`src/rtl/core/ambient_backlight_brightness_macros.svh`:
```
`ifndef AMBIENT_BACKLIGHT_BRIGHTNESS_MACROS_SVH
`define AMBIENT_BACKLIGHT_BRIGHTNESS_MACROS_SVH

// same-cycle implication
`define ABB_ASSERT_NOW(lbl, clk, rst, ante, cons, msg) \
   lbl: assert property (@(posedge clk) disable iff (rst) (ante) |-> (cons)) \
      else $error(msg);

// next-cycle implication
`define ABB_ASSERT_NEXT(lbl, clk, rst, ante, cons, msg) \
   lbl: assert property (@(posedge clk) disable iff (rst) (ante) |=> (cons)) \
      else $error(msg);

`endif

```
`src/rtl/core/abb_pkg.sv`:
```
package abb_pkg;

   localparam int FILTER_FRAC_BITS = 8;

   localparam int MODE_W    = 2;
   localparam int SAMPLE_W  = 12;
   localparam int MANUAL_W  = 8;
   localparam int LEVEL_W   = 7;
   localparam int PWM_W     = 16;
   localparam int GAIN_W    = 8;
   localparam int CSR_IDX_W = 1;
   localparam int CSR_DAT_W = 16;

   localparam logic [MODE_W-1:0] MODE_TICK   = 2'd0;
   localparam logic [MODE_W-1:0] MODE_MANUAL = 2'd1;
   localparam logic [MODE_W-1:0] MODE_AUTO   = 2'd2;

   localparam logic [CSR_IDX_W-1:0] CSR_PWM_MAX = 1'd0;
   localparam logic [CSR_IDX_W-1:0] CSR_GAIN    = 1'd1;

   localparam logic [PWM_W-1:0]    PWM_MAX_RESET = 16'd999;
   localparam logic [GAIN_W-1:0]   GAIN_RESET    = 8'd26;
   localparam logic [LEVEL_W-1:0]  LEVEL_RESET   = 7'd50;

   localparam logic [SAMPLE_W-1:0] AMB_LO   = 12'd300;
   localparam logic [SAMPLE_W-1:0] AMB_HI   = 12'd3500;
   localparam logic [LEVEL_W-1:0]  PCT_LO   = 7'd10;
   localparam logic [LEVEL_W-1:0]  PCT_HI   = 7'd100;
   localparam logic [LEVEL_W-1:0]  SLEW_MAX = 7'd5;
   localparam logic [LEVEL_W-1:0]  PCT_SPAN = 7'd90;

   // x/25 as (x*RECIP)>>RECIP_SHIFT, exact for x below 2^21
   localparam int RECIP_W     = 23;
   localparam int RECIP_SHIFT = 27;
   localparam logic [RECIP_W-1:0] RECIP_25 = 23'd5368710;

   localparam int SMOOTH_W = SAMPLE_W + FILTER_FRAC_BITS;
   localparam int QUOT_IN_W = 21;
   localparam int MUL_A_W = (SMOOTH_W > QUOT_IN_W) ? SMOOTH_W : QUOT_IN_W;
   localparam int MUL_B_W = RECIP_W;
   localparam int PROD_W  = MUL_A_W + MUL_B_W;

   localparam int STATE_W = 4;
   typedef logic [STATE_W-1:0] state_type;

   localparam state_type S_IDLE = 4'd0;
   localparam state_type S_FILT = 4'd1;
   localparam state_type S_FUPD = 4'd2;
   localparam state_type S_MAP1 = 4'd3;
   localparam state_type S_MAP2 = 4'd4;
   localparam state_type S_MAP3 = 4'd5;
   localparam state_type S_CMP1 = 4'd6;
   localparam state_type S_CMP2 = 4'd7;
   localparam state_type S_DONE = 4'd8;

endpackage

```
`src/rtl/core/abb_req_if.sv`:
```
interface abb_req_if;
   logic                          valid;
   logic                          ready;
   logic [abb_pkg::MODE_W-1:0]    mode;
   logic [abb_pkg::SAMPLE_W-1:0]  sample;
   logic                          sample_ok;
   logic [abb_pkg::MANUAL_W-1:0]  manual_percent;
   logic                          auto_request;

   modport source (
      output valid, mode, sample, sample_ok, manual_percent, auto_request,
      input  ready
   );
   modport sink (
      input  valid, mode, sample, sample_ok, manual_percent, auto_request,
      output ready
   );
endinterface

```
`src/rtl/core/abb_rsp_if.sv`:
```
interface abb_rsp_if;
   logic                          valid;
   logic                          ready;
   logic [abb_pkg::LEVEL_W-1:0]   brightness;
   logic [abb_pkg::PWM_W-1:0]     compare_value;
   logic                          auto_active;
   logic [abb_pkg::SAMPLE_W-1:0]  ambient_raw;

   modport source (
      output valid, brightness, compare_value, auto_active, ambient_raw,
      input  ready
   );
   modport sink (
      input  valid, brightness, compare_value, auto_active, ambient_raw,
      output ready
   );
endinterface

```
`src/rtl/core/ambient_backlight_brightness.sv`:
```
// Ambient-light backlight controller. Each accepted item gives one result with the
// brightness percent, the PWM compare value, the auto flag and the last raw sample.
// One shared multiplier under a small sequencer does the low-pass filter step, the
// light-to-percent mapping and the PWM scaling in turn, with divisions by constants
// done as reciprocal multiplies. An ambient tick in auto mode steps through S_FILT, S_FUPD
// (skipped with its multiply when the filter seeds), S_MAP1 to S_MAP3, S_CMP1, S_CMP2 and
// S_DONE; every other item steps through S_CMP1, S_CMP2 and S_DONE. A new item is taken
// only from S_IDLE, the cycle after the result is handed to the output register.
// The output register holds a result until it is taken.
`include "ambient_backlight_brightness_macros.svh"

module ambient_backlight_brightness (
   input  logic                            clock,
   input  logic                            reset,
   abb_req_if.sink                         req_ch,
   abb_rsp_if.source                       rsp_ch,
   input  logic                            csr_we,
   input  logic [abb_pkg::CSR_IDX_W-1:0]   csr_index,
   input  logic [abb_pkg::CSR_DAT_W-1:0]   csr_wdata
);
   import abb_pkg::*;

   state_type             state_ff, state_in;
   logic [PWM_W-1:0]      pwm_max_ff, pwm_max_in;
   logic [GAIN_W-1:0]     gain_ff, gain_in;
   logic                  auto_ff, auto_in;
   logic [LEVEL_W-1:0]    level_ff, level_in;
   logic [SMOOTH_W-1:0]   smooth_ff, smooth_in;
   logic [SAMPLE_W-1:0]   last_raw_ff, last_raw_in;
   logic [SAMPLE_W-1:0]   raw_ff, raw_in;
   logic                  up_ff, up_in;
   logic [PROD_W-1:0]     prod_ff, prod_in;
   logic                  rsp_valid_ff, rsp_valid_in;
   logic [LEVEL_W-1:0]    bright_ff, bright_in;
   logic [PWM_W-1:0]      cmp_ff, cmp_in;
   logic                  auto_out_ff, auto_out_in;
   logic [SAMPLE_W-1:0]   raw_out_ff, raw_out_in;

   logic [MUL_A_W-1:0]    mul_a;
   logic [MUL_B_W-1:0]    mul_b;
   logic                  mul_go;
   logic [PROD_W-1:0]     mul_p;

   logic                  accept;
   logic [SAMPLE_W-1:0]   raw_sel;
   logic [SMOOTH_W-1:0]   r_val, diff, step;
   logic [SAMPLE_W-1:0]   v_int, v_clamp;
   logic [LEVEL_W:0]      target, lvl_up, lvl_dn;

   assign mul_p  = {{MUL_B_W{1'b0}}, mul_a} * {{MUL_A_W{1'b0}}, mul_b};
   assign accept = req_ch.valid && req_ch.ready;
   assign req_ch.ready = (state_ff == S_IDLE);

   assign rsp_ch.valid         = rsp_valid_ff;
   assign rsp_ch.brightness    = bright_ff;
   assign rsp_ch.compare_value = cmp_ff;
   assign rsp_ch.auto_active   = auto_out_ff;
   assign rsp_ch.ambient_raw   = raw_out_ff;

   assign raw_sel = req_ch.sample_ok ? req_ch.sample : last_raw_ff;
   assign r_val   = {raw_ff, {FILTER_FRAC_BITS{1'b0}}};
   assign diff    = (r_val > smooth_ff) ? (r_val - smooth_ff) : (smooth_ff - r_val);
   assign step    = prod_ff[SMOOTH_W+7:8];
   assign v_int   = smooth_ff[SMOOTH_W-1:FILTER_FRAC_BITS];
   assign v_clamp = (v_int < AMB_LO) ? AMB_LO : ((v_int > AMB_HI) ? AMB_HI : v_int);
   assign target  = {1'b0, PCT_LO} + {1'b0, prod_ff[RECIP_SHIFT+LEVEL_W-1:RECIP_SHIFT]};
   assign lvl_up  = {1'b0, level_ff} + {1'b0, SLEW_MAX};
   assign lvl_dn  = {1'b0, level_ff} - {1'b0, SLEW_MAX};

   always_comb begin
      state_in     = state_ff;
      pwm_max_in   = pwm_max_ff;
      gain_in      = gain_ff;
      auto_in      = auto_ff;
      level_in     = level_ff;
      smooth_in    = smooth_ff;
      last_raw_in  = last_raw_ff;
      raw_in       = raw_ff;
      up_in        = up_ff;
      prod_in      = prod_ff;
      rsp_valid_in = rsp_valid_ff && !rsp_ch.ready;
      bright_in    = bright_ff;
      cmp_in       = cmp_ff;
      auto_out_in  = auto_out_ff;
      raw_out_in   = raw_out_ff;
      mul_a        = '0;
      mul_b        = '0;
      mul_go       = 1'b0;

      if (csr_we) begin
         unique case (csr_index)
            CSR_PWM_MAX: pwm_max_in = csr_wdata;
            CSR_GAIN:    gain_in    = csr_wdata[GAIN_W-1:0];
            default:     ;
         endcase
      end

      unique case (state_ff)
         S_IDLE: begin
            if (accept) begin
               state_in = S_CMP1;
               unique case (req_ch.mode)
                  MODE_TICK: begin
                     if (auto_ff) begin
                        last_raw_in = raw_sel;
                        raw_in      = raw_sel;
                        state_in    = S_FILT;
                     end
                  end
                  MODE_MANUAL: begin
                     auto_in  = 1'b0;
                     level_in = (req_ch.manual_percent > MANUAL_W'(PCT_HI)) ?
                                PCT_HI : req_ch.manual_percent[LEVEL_W-1:0];
                  end
                  MODE_AUTO: auto_in = req_ch.auto_request;
                  default:   ;
               endcase
            end
         end
         S_FILT: begin
            if (smooth_ff == '0) begin
               smooth_in = r_val;
               state_in  = S_MAP1;
            end else begin
               mul_go   = 1'b1;
               mul_a    = MUL_A_W'(diff);
               mul_b    = MUL_B_W'(gain_ff);
               up_in    = (r_val > smooth_ff);
               state_in = S_FUPD;
            end
         end
         S_FUPD: begin
            smooth_in = up_ff ? (smooth_ff + step) : (smooth_ff - step);
            state_in  = S_MAP1;
         end
         S_MAP1: begin
            mul_go   = 1'b1;
            mul_a    = MUL_A_W'(v_clamp - AMB_LO);
            mul_b    = MUL_B_W'(PCT_SPAN);
            state_in = S_MAP2;
         end
         S_MAP2: begin
            // divide by 3200 as shift by 7 then divide by 25
            mul_go   = 1'b1;
            mul_a    = MUL_A_W'(prod_ff[18:7]);
            mul_b    = RECIP_25;
            state_in = S_MAP3;
         end
         S_MAP3: begin
            priority if (target > lvl_up) begin
               level_in = lvl_up[LEVEL_W-1:0];
            end else if (target + {1'b0, SLEW_MAX} < {1'b0, level_ff}) begin
               level_in = lvl_dn[LEVEL_W-1:0];
            end else begin
               level_in = target[LEVEL_W-1:0];
            end
            if (level_in > PCT_HI) begin
               level_in = PCT_HI;
            end
            state_in = S_CMP1;
         end
         S_CMP1: begin
            mul_go   = 1'b1;
            mul_a    = MUL_A_W'(level_ff);
            mul_b    = MUL_B_W'(pwm_max_ff);
            state_in = S_CMP2;
         end
         S_CMP2: begin
            // divide by 100 as shift by 2 then divide by 25
            mul_go   = 1'b1;
            mul_a    = MUL_A_W'(prod_ff[QUOT_IN_W+1:2]);
            mul_b    = RECIP_25;
            state_in = S_DONE;
         end
         S_DONE: begin
            if (!rsp_valid_ff || rsp_ch.ready) begin
               rsp_valid_in = 1'b1;
               bright_in    = level_ff;
               cmp_in       = prod_ff[RECIP_SHIFT+PWM_W-1:RECIP_SHIFT];
               auto_out_in  = auto_ff;
               raw_out_in   = last_raw_ff;
               state_in     = S_IDLE;
            end
         end
         default: state_in = S_IDLE;
      endcase

      if (mul_go) begin
         prod_in = mul_p;
      end
   end

   always_ff @(posedge clock) begin
      if (reset) begin
         state_ff     <= S_IDLE;
         pwm_max_ff   <= PWM_MAX_RESET;
         gain_ff      <= GAIN_RESET;
         auto_ff      <= 1'b1;
         level_ff     <= LEVEL_RESET;
         smooth_ff    <= '0;
         last_raw_ff  <= '0;
         rsp_valid_ff <= 1'b0;
      end else begin
         state_ff     <= state_in;
         pwm_max_ff   <= pwm_max_in;
         gain_ff      <= gain_in;
         auto_ff      <= auto_in;
         level_ff     <= level_in;
         smooth_ff    <= smooth_in;
         last_raw_ff  <= last_raw_in;
         rsp_valid_ff <= rsp_valid_in;
      end
   end

   always_ff @(posedge clock) begin
      raw_ff      <= raw_in;
      up_ff       <= up_in;
      prod_ff     <= prod_in;
      bright_ff   <= bright_in;
      cmp_ff      <= cmp_in;
      auto_out_ff <= auto_out_in;
      raw_out_ff  <= raw_out_in;
   end

   `ABB_ASSERT_NOW(a_level_range, clock, reset, 1'b1, level_ff <= PCT_HI, "level above 100")
   `ABB_ASSERT_NEXT(a_slew_limit, clock, reset, state_ff == S_MAP3, (level_ff <= $past(level_ff) + SLEW_MAX) && (level_ff + SLEW_MAX >= $past(level_ff)), "slew limit broken")
   `ABB_ASSERT_NEXT(a_hold_result, clock, reset, (state_ff == S_DONE) && rsp_valid_ff && !rsp_ch.ready, (state_ff == S_DONE) && $stable(bright_ff) && $stable(cmp_ff), "pending item overwritten")

endmodule

```
`src/flat_wrapper.sv`:
```
// flat-port wrapper written by rule: the top's interface ports become plain ports
module ambient_backlight_brightness_flat import abb_pkg::*;
  (clock, reset, csr_we, csr_index, csr_wdata, req_ch_valid, req_ch_mode, req_ch_sample, req_ch_sample_ok, req_ch_manual_percent, req_ch_auto_request, req_ch_ready, rsp_ch_valid, rsp_ch_brightness, rsp_ch_compare_value, rsp_ch_auto_active, rsp_ch_ambient_raw, rsp_ch_ready);
  abb_req_if req_ch_i ();
  abb_rsp_if rsp_ch_i ();
  input  logic clock;
  input  logic reset;
  input  logic csr_we;
  input  logic [abb_pkg::CSR_IDX_W-1:0] csr_index;
  input  logic [abb_pkg::CSR_DAT_W-1:0] csr_wdata;
  input wire logic [$bits(req_ch_i.valid)-1:0] req_ch_valid;
  input wire logic [$bits(req_ch_i.mode)-1:0] req_ch_mode;
  input wire logic [$bits(req_ch_i.sample)-1:0] req_ch_sample;
  input wire logic [$bits(req_ch_i.sample_ok)-1:0] req_ch_sample_ok;
  input wire logic [$bits(req_ch_i.manual_percent)-1:0] req_ch_manual_percent;
  input wire logic [$bits(req_ch_i.auto_request)-1:0] req_ch_auto_request;
  output wire logic [$bits(req_ch_i.ready)-1:0] req_ch_ready;
  output wire logic [$bits(rsp_ch_i.valid)-1:0] rsp_ch_valid;
  output wire logic [$bits(rsp_ch_i.brightness)-1:0] rsp_ch_brightness;
  output wire logic [$bits(rsp_ch_i.compare_value)-1:0] rsp_ch_compare_value;
  output wire logic [$bits(rsp_ch_i.auto_active)-1:0] rsp_ch_auto_active;
  output wire logic [$bits(rsp_ch_i.ambient_raw)-1:0] rsp_ch_ambient_raw;
  input wire logic [$bits(rsp_ch_i.ready)-1:0] rsp_ch_ready;
  assign req_ch_i.valid = req_ch_valid;
  assign req_ch_i.mode = req_ch_mode;
  assign req_ch_i.sample = req_ch_sample;
  assign req_ch_i.sample_ok = req_ch_sample_ok;
  assign req_ch_i.manual_percent = req_ch_manual_percent;
  assign req_ch_i.auto_request = req_ch_auto_request;
  assign req_ch_ready = req_ch_i.ready;
  assign rsp_ch_valid = rsp_ch_i.valid;
  assign rsp_ch_brightness = rsp_ch_i.brightness;
  assign rsp_ch_compare_value = rsp_ch_i.compare_value;
  assign rsp_ch_auto_active = rsp_ch_i.auto_active;
  assign rsp_ch_ambient_raw = rsp_ch_i.ambient_raw;
  assign rsp_ch_i.ready = rsp_ch_ready;
  ambient_backlight_brightness u_core (.clock(clock), .reset(reset), .req_ch(req_ch_i), .rsp_ch(rsp_ch_i), .csr_we(csr_we), .csr_index(csr_index), .csr_wdata(csr_wdata));
endmodule
```
`config.mk`:
```
export PLATFORM = sky130hd
export DESIGN_NAME = ambient_backlight_brightness_flat
export DESIGN_NICKNAME = d
export VERILOG_FILES = /design/src/rtl/core/abb_pkg.sv /design/src/rtl/core/abb_req_if.sv /design/src/rtl/core/abb_rsp_if.sv /design/src/rtl/core/ambient_backlight_brightness.sv /design/src/flat_wrapper.sv
export VERILOG_INCLUDE_DIRS = /design/src /design/src/rtl/core
export SDC_FILE = /design/constraint.sdc
export NUM_CORES = 1
export LEC_CHECK = 0
export BUFFER_PORTS_ARGS = -buffer_cell sky130_fd_sc_hd__buf_2
export CORE_MARGIN = 4
export CORE_UTILIZATION = 55
export CTS_BUF_LIST = sky130_fd_sc_hd__clkbuf_4 sky130_fd_sc_hd__clkbuf_8
export CTS_CLUSTER_SIZE = 30
export DETAILED_ROUTE_END_ITERATION = 16
export GPL_ROUTABILITY_DRIVEN = 0
export PLACE_DENSITY = 0.77
export SKIP_LAST_GASP = 1
export SLEW_MARGIN = 20
export SYNTH_ARGS = -nofsm -noshare
export SYNTH_HDL_FRONTEND = slang
export SYNTH_SLANG_ARGS = --single-unit
```
`constraint.sdc`:
```
create_clock -name clock -period 9.7 [get_ports clock]
set_input_delay 2.425 -clock clock [delete_from_list [all_inputs] [get_ports clock]]
set_output_delay 2.425 -clock clock [all_outputs]
set_load 0.02 [all_outputs]
```
# Yosys cells after proc, flatten, opt, wreduce, memory -nomap -nowiden
# Cells that the tools add are included.
# W data, S select, Z words.
# totals
register_bits,161
wordCells,100
in_bits,46
# classes
mul,1
muxes,30
eq_ne,14
n_reduce_logical,22
n_lt_le_gt_ge,7
n_bitwise,2
n_addsub,9
# ops
op,n
$pmux W21 S5,1
$pmux W23 S4,1
$mux W20,4
$sub A20 B20 Y20,3
$mux W7,7
$mul A21 B23 Y43,1
$pmux W20 S2,1
$mux W12,3
$pmux W4 S9,1
$add A20 B20 Y20,1
$gt A20 B20 Y1,1
$logic_not A20 Y1,1
$eq A4 B3 Y1 const B,4
$pmux W7 S2,1
$sub A12 B9 Y13 const B,1
$gt A12 B12 Y1 const B,1
$lt A12 B9 Y1 const B,1
$mux W4,3
$reduce_and A2 Y1,6
$add A4 B7 Y8 const A,1
$add A7 B3 Y8 const B,1
$add A8 B3 Y8 const B,1
$eq A4 B2 Y1 const B,2
$gt A8 B7 Y1 const B,1
other kinds (25),37

# Logic depth before layout (Yosys ltp)
# logic_depth
depth_word,9
mapped_depth,39

# Worst setup path before layout
# Ideal clock, no wire load.
# synth_path
kind,reg2reg
startpoint,reg u_core.smooth_ff[1]
endpoint,"reg u_core.prod_ff[29], data pin"
t_required_ns,9.439
slack_ns,0.730
stages_incl_launch_ff,36
arrival_time_ns,8.709
setup_ns,0.261
period_less_slack_ns,8.970
cell_sequence,dfxtp_1 inv_1 ha_1 or3b_2 or4_4 a211oi_2 o211ai_2 buf_2 a21oi_1 xnor2_1 o2111ai_2 buf_4 nand2_1 fa_1 inv_1 fa_1 inv_1 fa_1 inv_1 fa_1 fa_1 fa_1 inv_1 fa_1 inv_1 ha_1 clkbuf_1 o211ai_1 o21ai_0 nand3_1 a21oi_1 o21ai_0 o21ai_0 a31oi_1 nor3_1 a311o_1
# synth_between
elab_chain_len,5
word_cells_on_any_way,10
# synth_lines
element,line,text
start: declaration,ambient_backlight_brightness.sv:28,"logic [SMOOTH_W-1:0] smooth_ff, smooth_in;"
start signal: assignment,ambient_backlight_brightness.sv:209,smooth_ff <= smooth_in;
$sub A20 B20 Y20 or $gt A20 B20 Y1 (tied branches),ambient_backlight_brightness.sv:62,assign diff = (r_val > smooth_ff) ? (r_val - smooth_ff) : (smooth_ff - r_val);
$mux W20,ambient_backlight_brightness.sv:62,
$mux W20,ambient_backlight_brightness.sv:121,if (smooth_ff == '0) begin
$pmux W21 S5,ambient_backlight_brightness.sv:98,unique case (state_ff)
$mul A21 B23 Y43 *,ambient_backlight_brightness.sv:50,"assign mul_p = {{MUL_B_W{1'b0}}, mul_a} * {{MUL_A_W{1'b0}}, mul_b};"
via u_core.mul_p[29],ambient_backlight_brightness.sv:42,logic [PROD_W-1:0] mul_p;
end signal: assignment,ambient_backlight_brightness.sv:218,prod_ff <= prod_in;
end: declaration,ambient_backlight_brightness.sv:32,"logic [PROD_W-1:0] prod_ff, prod_in;"
# The timed path passes the listed nets; every way through them passes the cells marked *.
# A chain may end at the register's enable or synchronous reset.

# Worst setup path in the final report
# Ends and elaborated chain as after synthesis.

==> results_dict.tcl <==
set metrics [dict create \
    drt_first_pass_iters 6 \
    die_area_um2 45400 \
    crit_path_max_incr_delay_ps 570 \
    finalMaxSlewViolations 0 \
    tightest_slew_ps 1060 \
    synthArstFlopShare 0 \
    nFillCells 3324 \
    place_area_um2 24400 \
    hold_class "flop to flop" \
    root_buffer "clkbuf_8" \
    ff2ff_path_depth 35 \
    fmax_mhz 106 \
    ant_nets 0 \
    antenna_found_initial 0 \
    critPathRequiredTime_ps 9980 \
    cts_buffer_depth 2 \
    r2r_end "u_core.prod_ff[29]" \
    grt_pass1_wl_mm 104 \
    synth_ff_type "edfxtp_1" \
    io_pins 84 \
    drv_cap 0 \
    crit_type "flop to flop" \
    yosysSeqAreaShare 0.177 \
    drt-initial-drc-count 2166 \
    crit_slowest_cell "fa_1" \
    arrival_ps 9730 \
    via_count 19100 \
    numClockSinks 159 \
    ff2ff_setup_slack_ps 260 \
    synthCells 2567 \
    die_height_um 213 \
    cts-buffers-inserted 17 \
    die_w_um 213 \
    hold_buffers 0 \
    synth_cell_types 82 \
    outcome "finished, final reports clean" \
    fin_cells 3221 \
    crit_end "u_core.prod_ff[29]" \
    ys_warn_count 0 \
    grt_max_degree 68 \
    crit_start "u_core.smooth_ff[1]" \
    drive_gt1_frac 0.102 \
    cp-end-kind "flop" \
    area_growth_pct 8.87 \
    diodes 0 \
    reg2reg_from "u_core.smooth_ff[1]" \
    num-nets-final 3282 \
    stdcell_area_um2 25200 \
    routed_wl_mm 64.9 \
    critPathBufInv 9 \
    hold_violations 0 \
    placement_rows 74 \
    post-route-drc-count 0 \
    fin_crit_sh 0.974 \
    fin_crit_ps 9440 \
    cp.depth 35 \
    numPortBuffers 83 \
    synth-seq-cells 159 \
    grt_pass1_vias 19400 \
    finish.utilization 0.611 \
    coreArea_um2 41200 \
    clkSlewWorstSetupHoldPaths_ps 110 \
    dp_hpwl_mm 52.1 \
    clock_latency_ps 550 \
    tritoncts "yes" \
    critical_path.max_fanout 8 \
    grt_setup_unrepaired "yes" \
    track_usage 0.294 \
    syn_area_um2 23100 \
    start_util 0.561 \
    synth_edf_count 90 \
    grt_overflow 0 \
    setup_violations 0 \
    wl_per_cell_um 20.1 \
    slew_headroom 0.289 \
    start_kind "flop" \
    htree_levels 4 \
    placedCellCount 3172 \
    viasPerCell 5.92 \
    clock_skew_ps 37.8 \
    path_delay_family "adder cells" \
    syn_avg_cell_area_um2 9.01 \
]
## synth_stat cells, drive strengths merged, types with 16 or more instances
| cell | count | area share |
|---|---|---|
| edfxtp | 90 | 0.12 |
| clkbuf | 81 | 0.013 |
| and2 | 45 | 0.012 |
| dfxtp | 69 | 0.060 |
| nor2 | 160 | 0.026 |
| xor2 | 43 | 0.016 |
| nand2b | 26 | 0.0070 |
| xnor2 | 65 | 0.025 |
| nand3 | 44 | 0.0095 |
| fa | 315 | 0.27 |
| a211oi | 41 | 0.014 |
| a21oi | 138 | 0.030 |
| a22o | 23 | 0.0087 |
| o211ai | 16 | 0.0058 |
| nand3b | 17 | 0.0055 |
| mux2i | 22 | 0.0095 |
| o21ai | 61 | 0.013 |
| nand2 | 293 | 0.048 |
| inv | 465 | 0.075 |
| nor2b | 16 | 0.0043 |
| nor3 | 36 | 0.0078 |
| ha | 245 | 0.13 |
| a21o | 30 | 0.0097 |
## layout make-up
| cell class | instances | area [um^2] | area share |
|---|---|---|---|
| repair buffers | 158 | 1020 | 0.0406 |
| clock inverters | 14 | 168 | 0.00666 |
| multi-input cells | 1874 | 17200 | 0.685 |
| flip-flops and latches | 159 | 4090 | 0.162 |
| well taps | 532 | 666 | 0.0264 |
| inverters | 466 | 1750 | 0.0696 |
| clock buffers | 18 | 248 | 0.00984 |
## registers in the layout, summed over array words and instances (netlist names)
name / flops
u_core.rsp_ch.valid: 1
u_core.rsp_ch.ambient_raw: 12
u_core.level_ff: 7
u_core.state_ff: 4
u_core.rsp_ch.auto_active: 1
u_core.pwm_max_ff: 16
u_core.auto_ff: 1
u_core.up_ff: 1
u_core.prod_ff: 41
u_core.rsp_ch.brightness: 7
u_core.gain_ff: 8
u_core.smooth_ff: 20
u_core.last_raw_ff: 12
u_core.raw_ff: 12
u_core.rsp_ch.compare_value: 16
## metal layers
layer,GRT usage,share of wire
met4,0.123,0.048
met5,0,0
met2,0.465,0.46
met1,0.398,0.41
met3,0.0589,0.089
## placed cells by master, fill, tap and decap left out, types with 12 or more instances in the layout
| cell | count |
|---|---|
| a211oi_1 | 37 |
| a21o_1 | 30 |
| a21oi_1 | 130 |
| a22o_1 | 23 |
| a22oi_1 | 13 |
| a31oi_1 | 12 |
| and2_1 | 44 |
| and3_1 | 13 |
| buf_2 | 83 |
| buf_4 | 70 |
| clkbuf_8 | 18 |
| conb_1 | 30 |
| dfxtp_1 | 68 |
| edfxtp_1 | 90 |
| fa_1 | 315 |
| ha_1 | 241 |
| inv_1 | 464 |
| mux2_2 | 13 |
| mux2i_1 | 22 |
| nand2_1 | 293 |
| nand2b_1 | 26 |
| nand3_1 | 44 |
| nand3b_1 | 17 |
| nor2_1 | 156 |
| nor2b_1 | 15 |
| nor3_1 | 29 |
| o211ai_1 | 13 |
| o21ai_0 | 56 |
| xnor2_1 | 65 |
| xor2_1 | 42 |
## cells by family after synthesis
logic type	count (synthesis)	synth area share
XOR/XNOR	108	0.0409
AO/OA/AOI/OAI	438	0.128
adder cells (fa/ha/maj)	560	0.405
multiplexers	35	0.0159
AND/OR/NAND/NOR	703	0.140
other	2	0.000325
flip-flops	159	0.177
buffers and inverters	562	0.0927
## per-stage QoR
stage          setup TNS (ps)  hold slack [ps]  setup WS (ps)
2_1_floorplan               0              400            730
3_3_place_gp                0              423            257
3_5_place_dp             -658              416           -197
4_1_cts                     0              434           38.9
5_1_grt                  -141              436          -48.3
6_report                    0              434            257
## worst min path at each step
stage          cells past startpoint                         endpoint  slack [ps]               start
2_1_floorplan                      0  u_core.rsp_ch.compare_value[10]         400  u_core.prod_ff[37]
3_3_place_gp                       0  u_core.rsp_ch.compare_value[13]         420  u_core.prod_ff[40]
3_5_place_dp                       0   u_core.rsp_ch.compare_value[7]         420  u_core.prod_ff[34]
4_1_cts                            0  u_core.rsp_ch.compare_value[14]         430  u_core.prod_ff[41]
5_1_grt                            0  u_core.rsp_ch.compare_value[14]         440  u_core.prod_ff[41]
6_report                           0  u_core.rsp_ch.compare_value[14]         430  u_core.prod_ff[41]
## what timing repair did
action                     CTS  global route
resized for setup            6            41
gates cloned                 0             0
setup buffers                2            14
pin swaps                    1             6
setup endpoints to repair    8            21
Power is not shown: default switching activity piles up to over one toggle a cycle in this logic, so the estimate is an artifact.
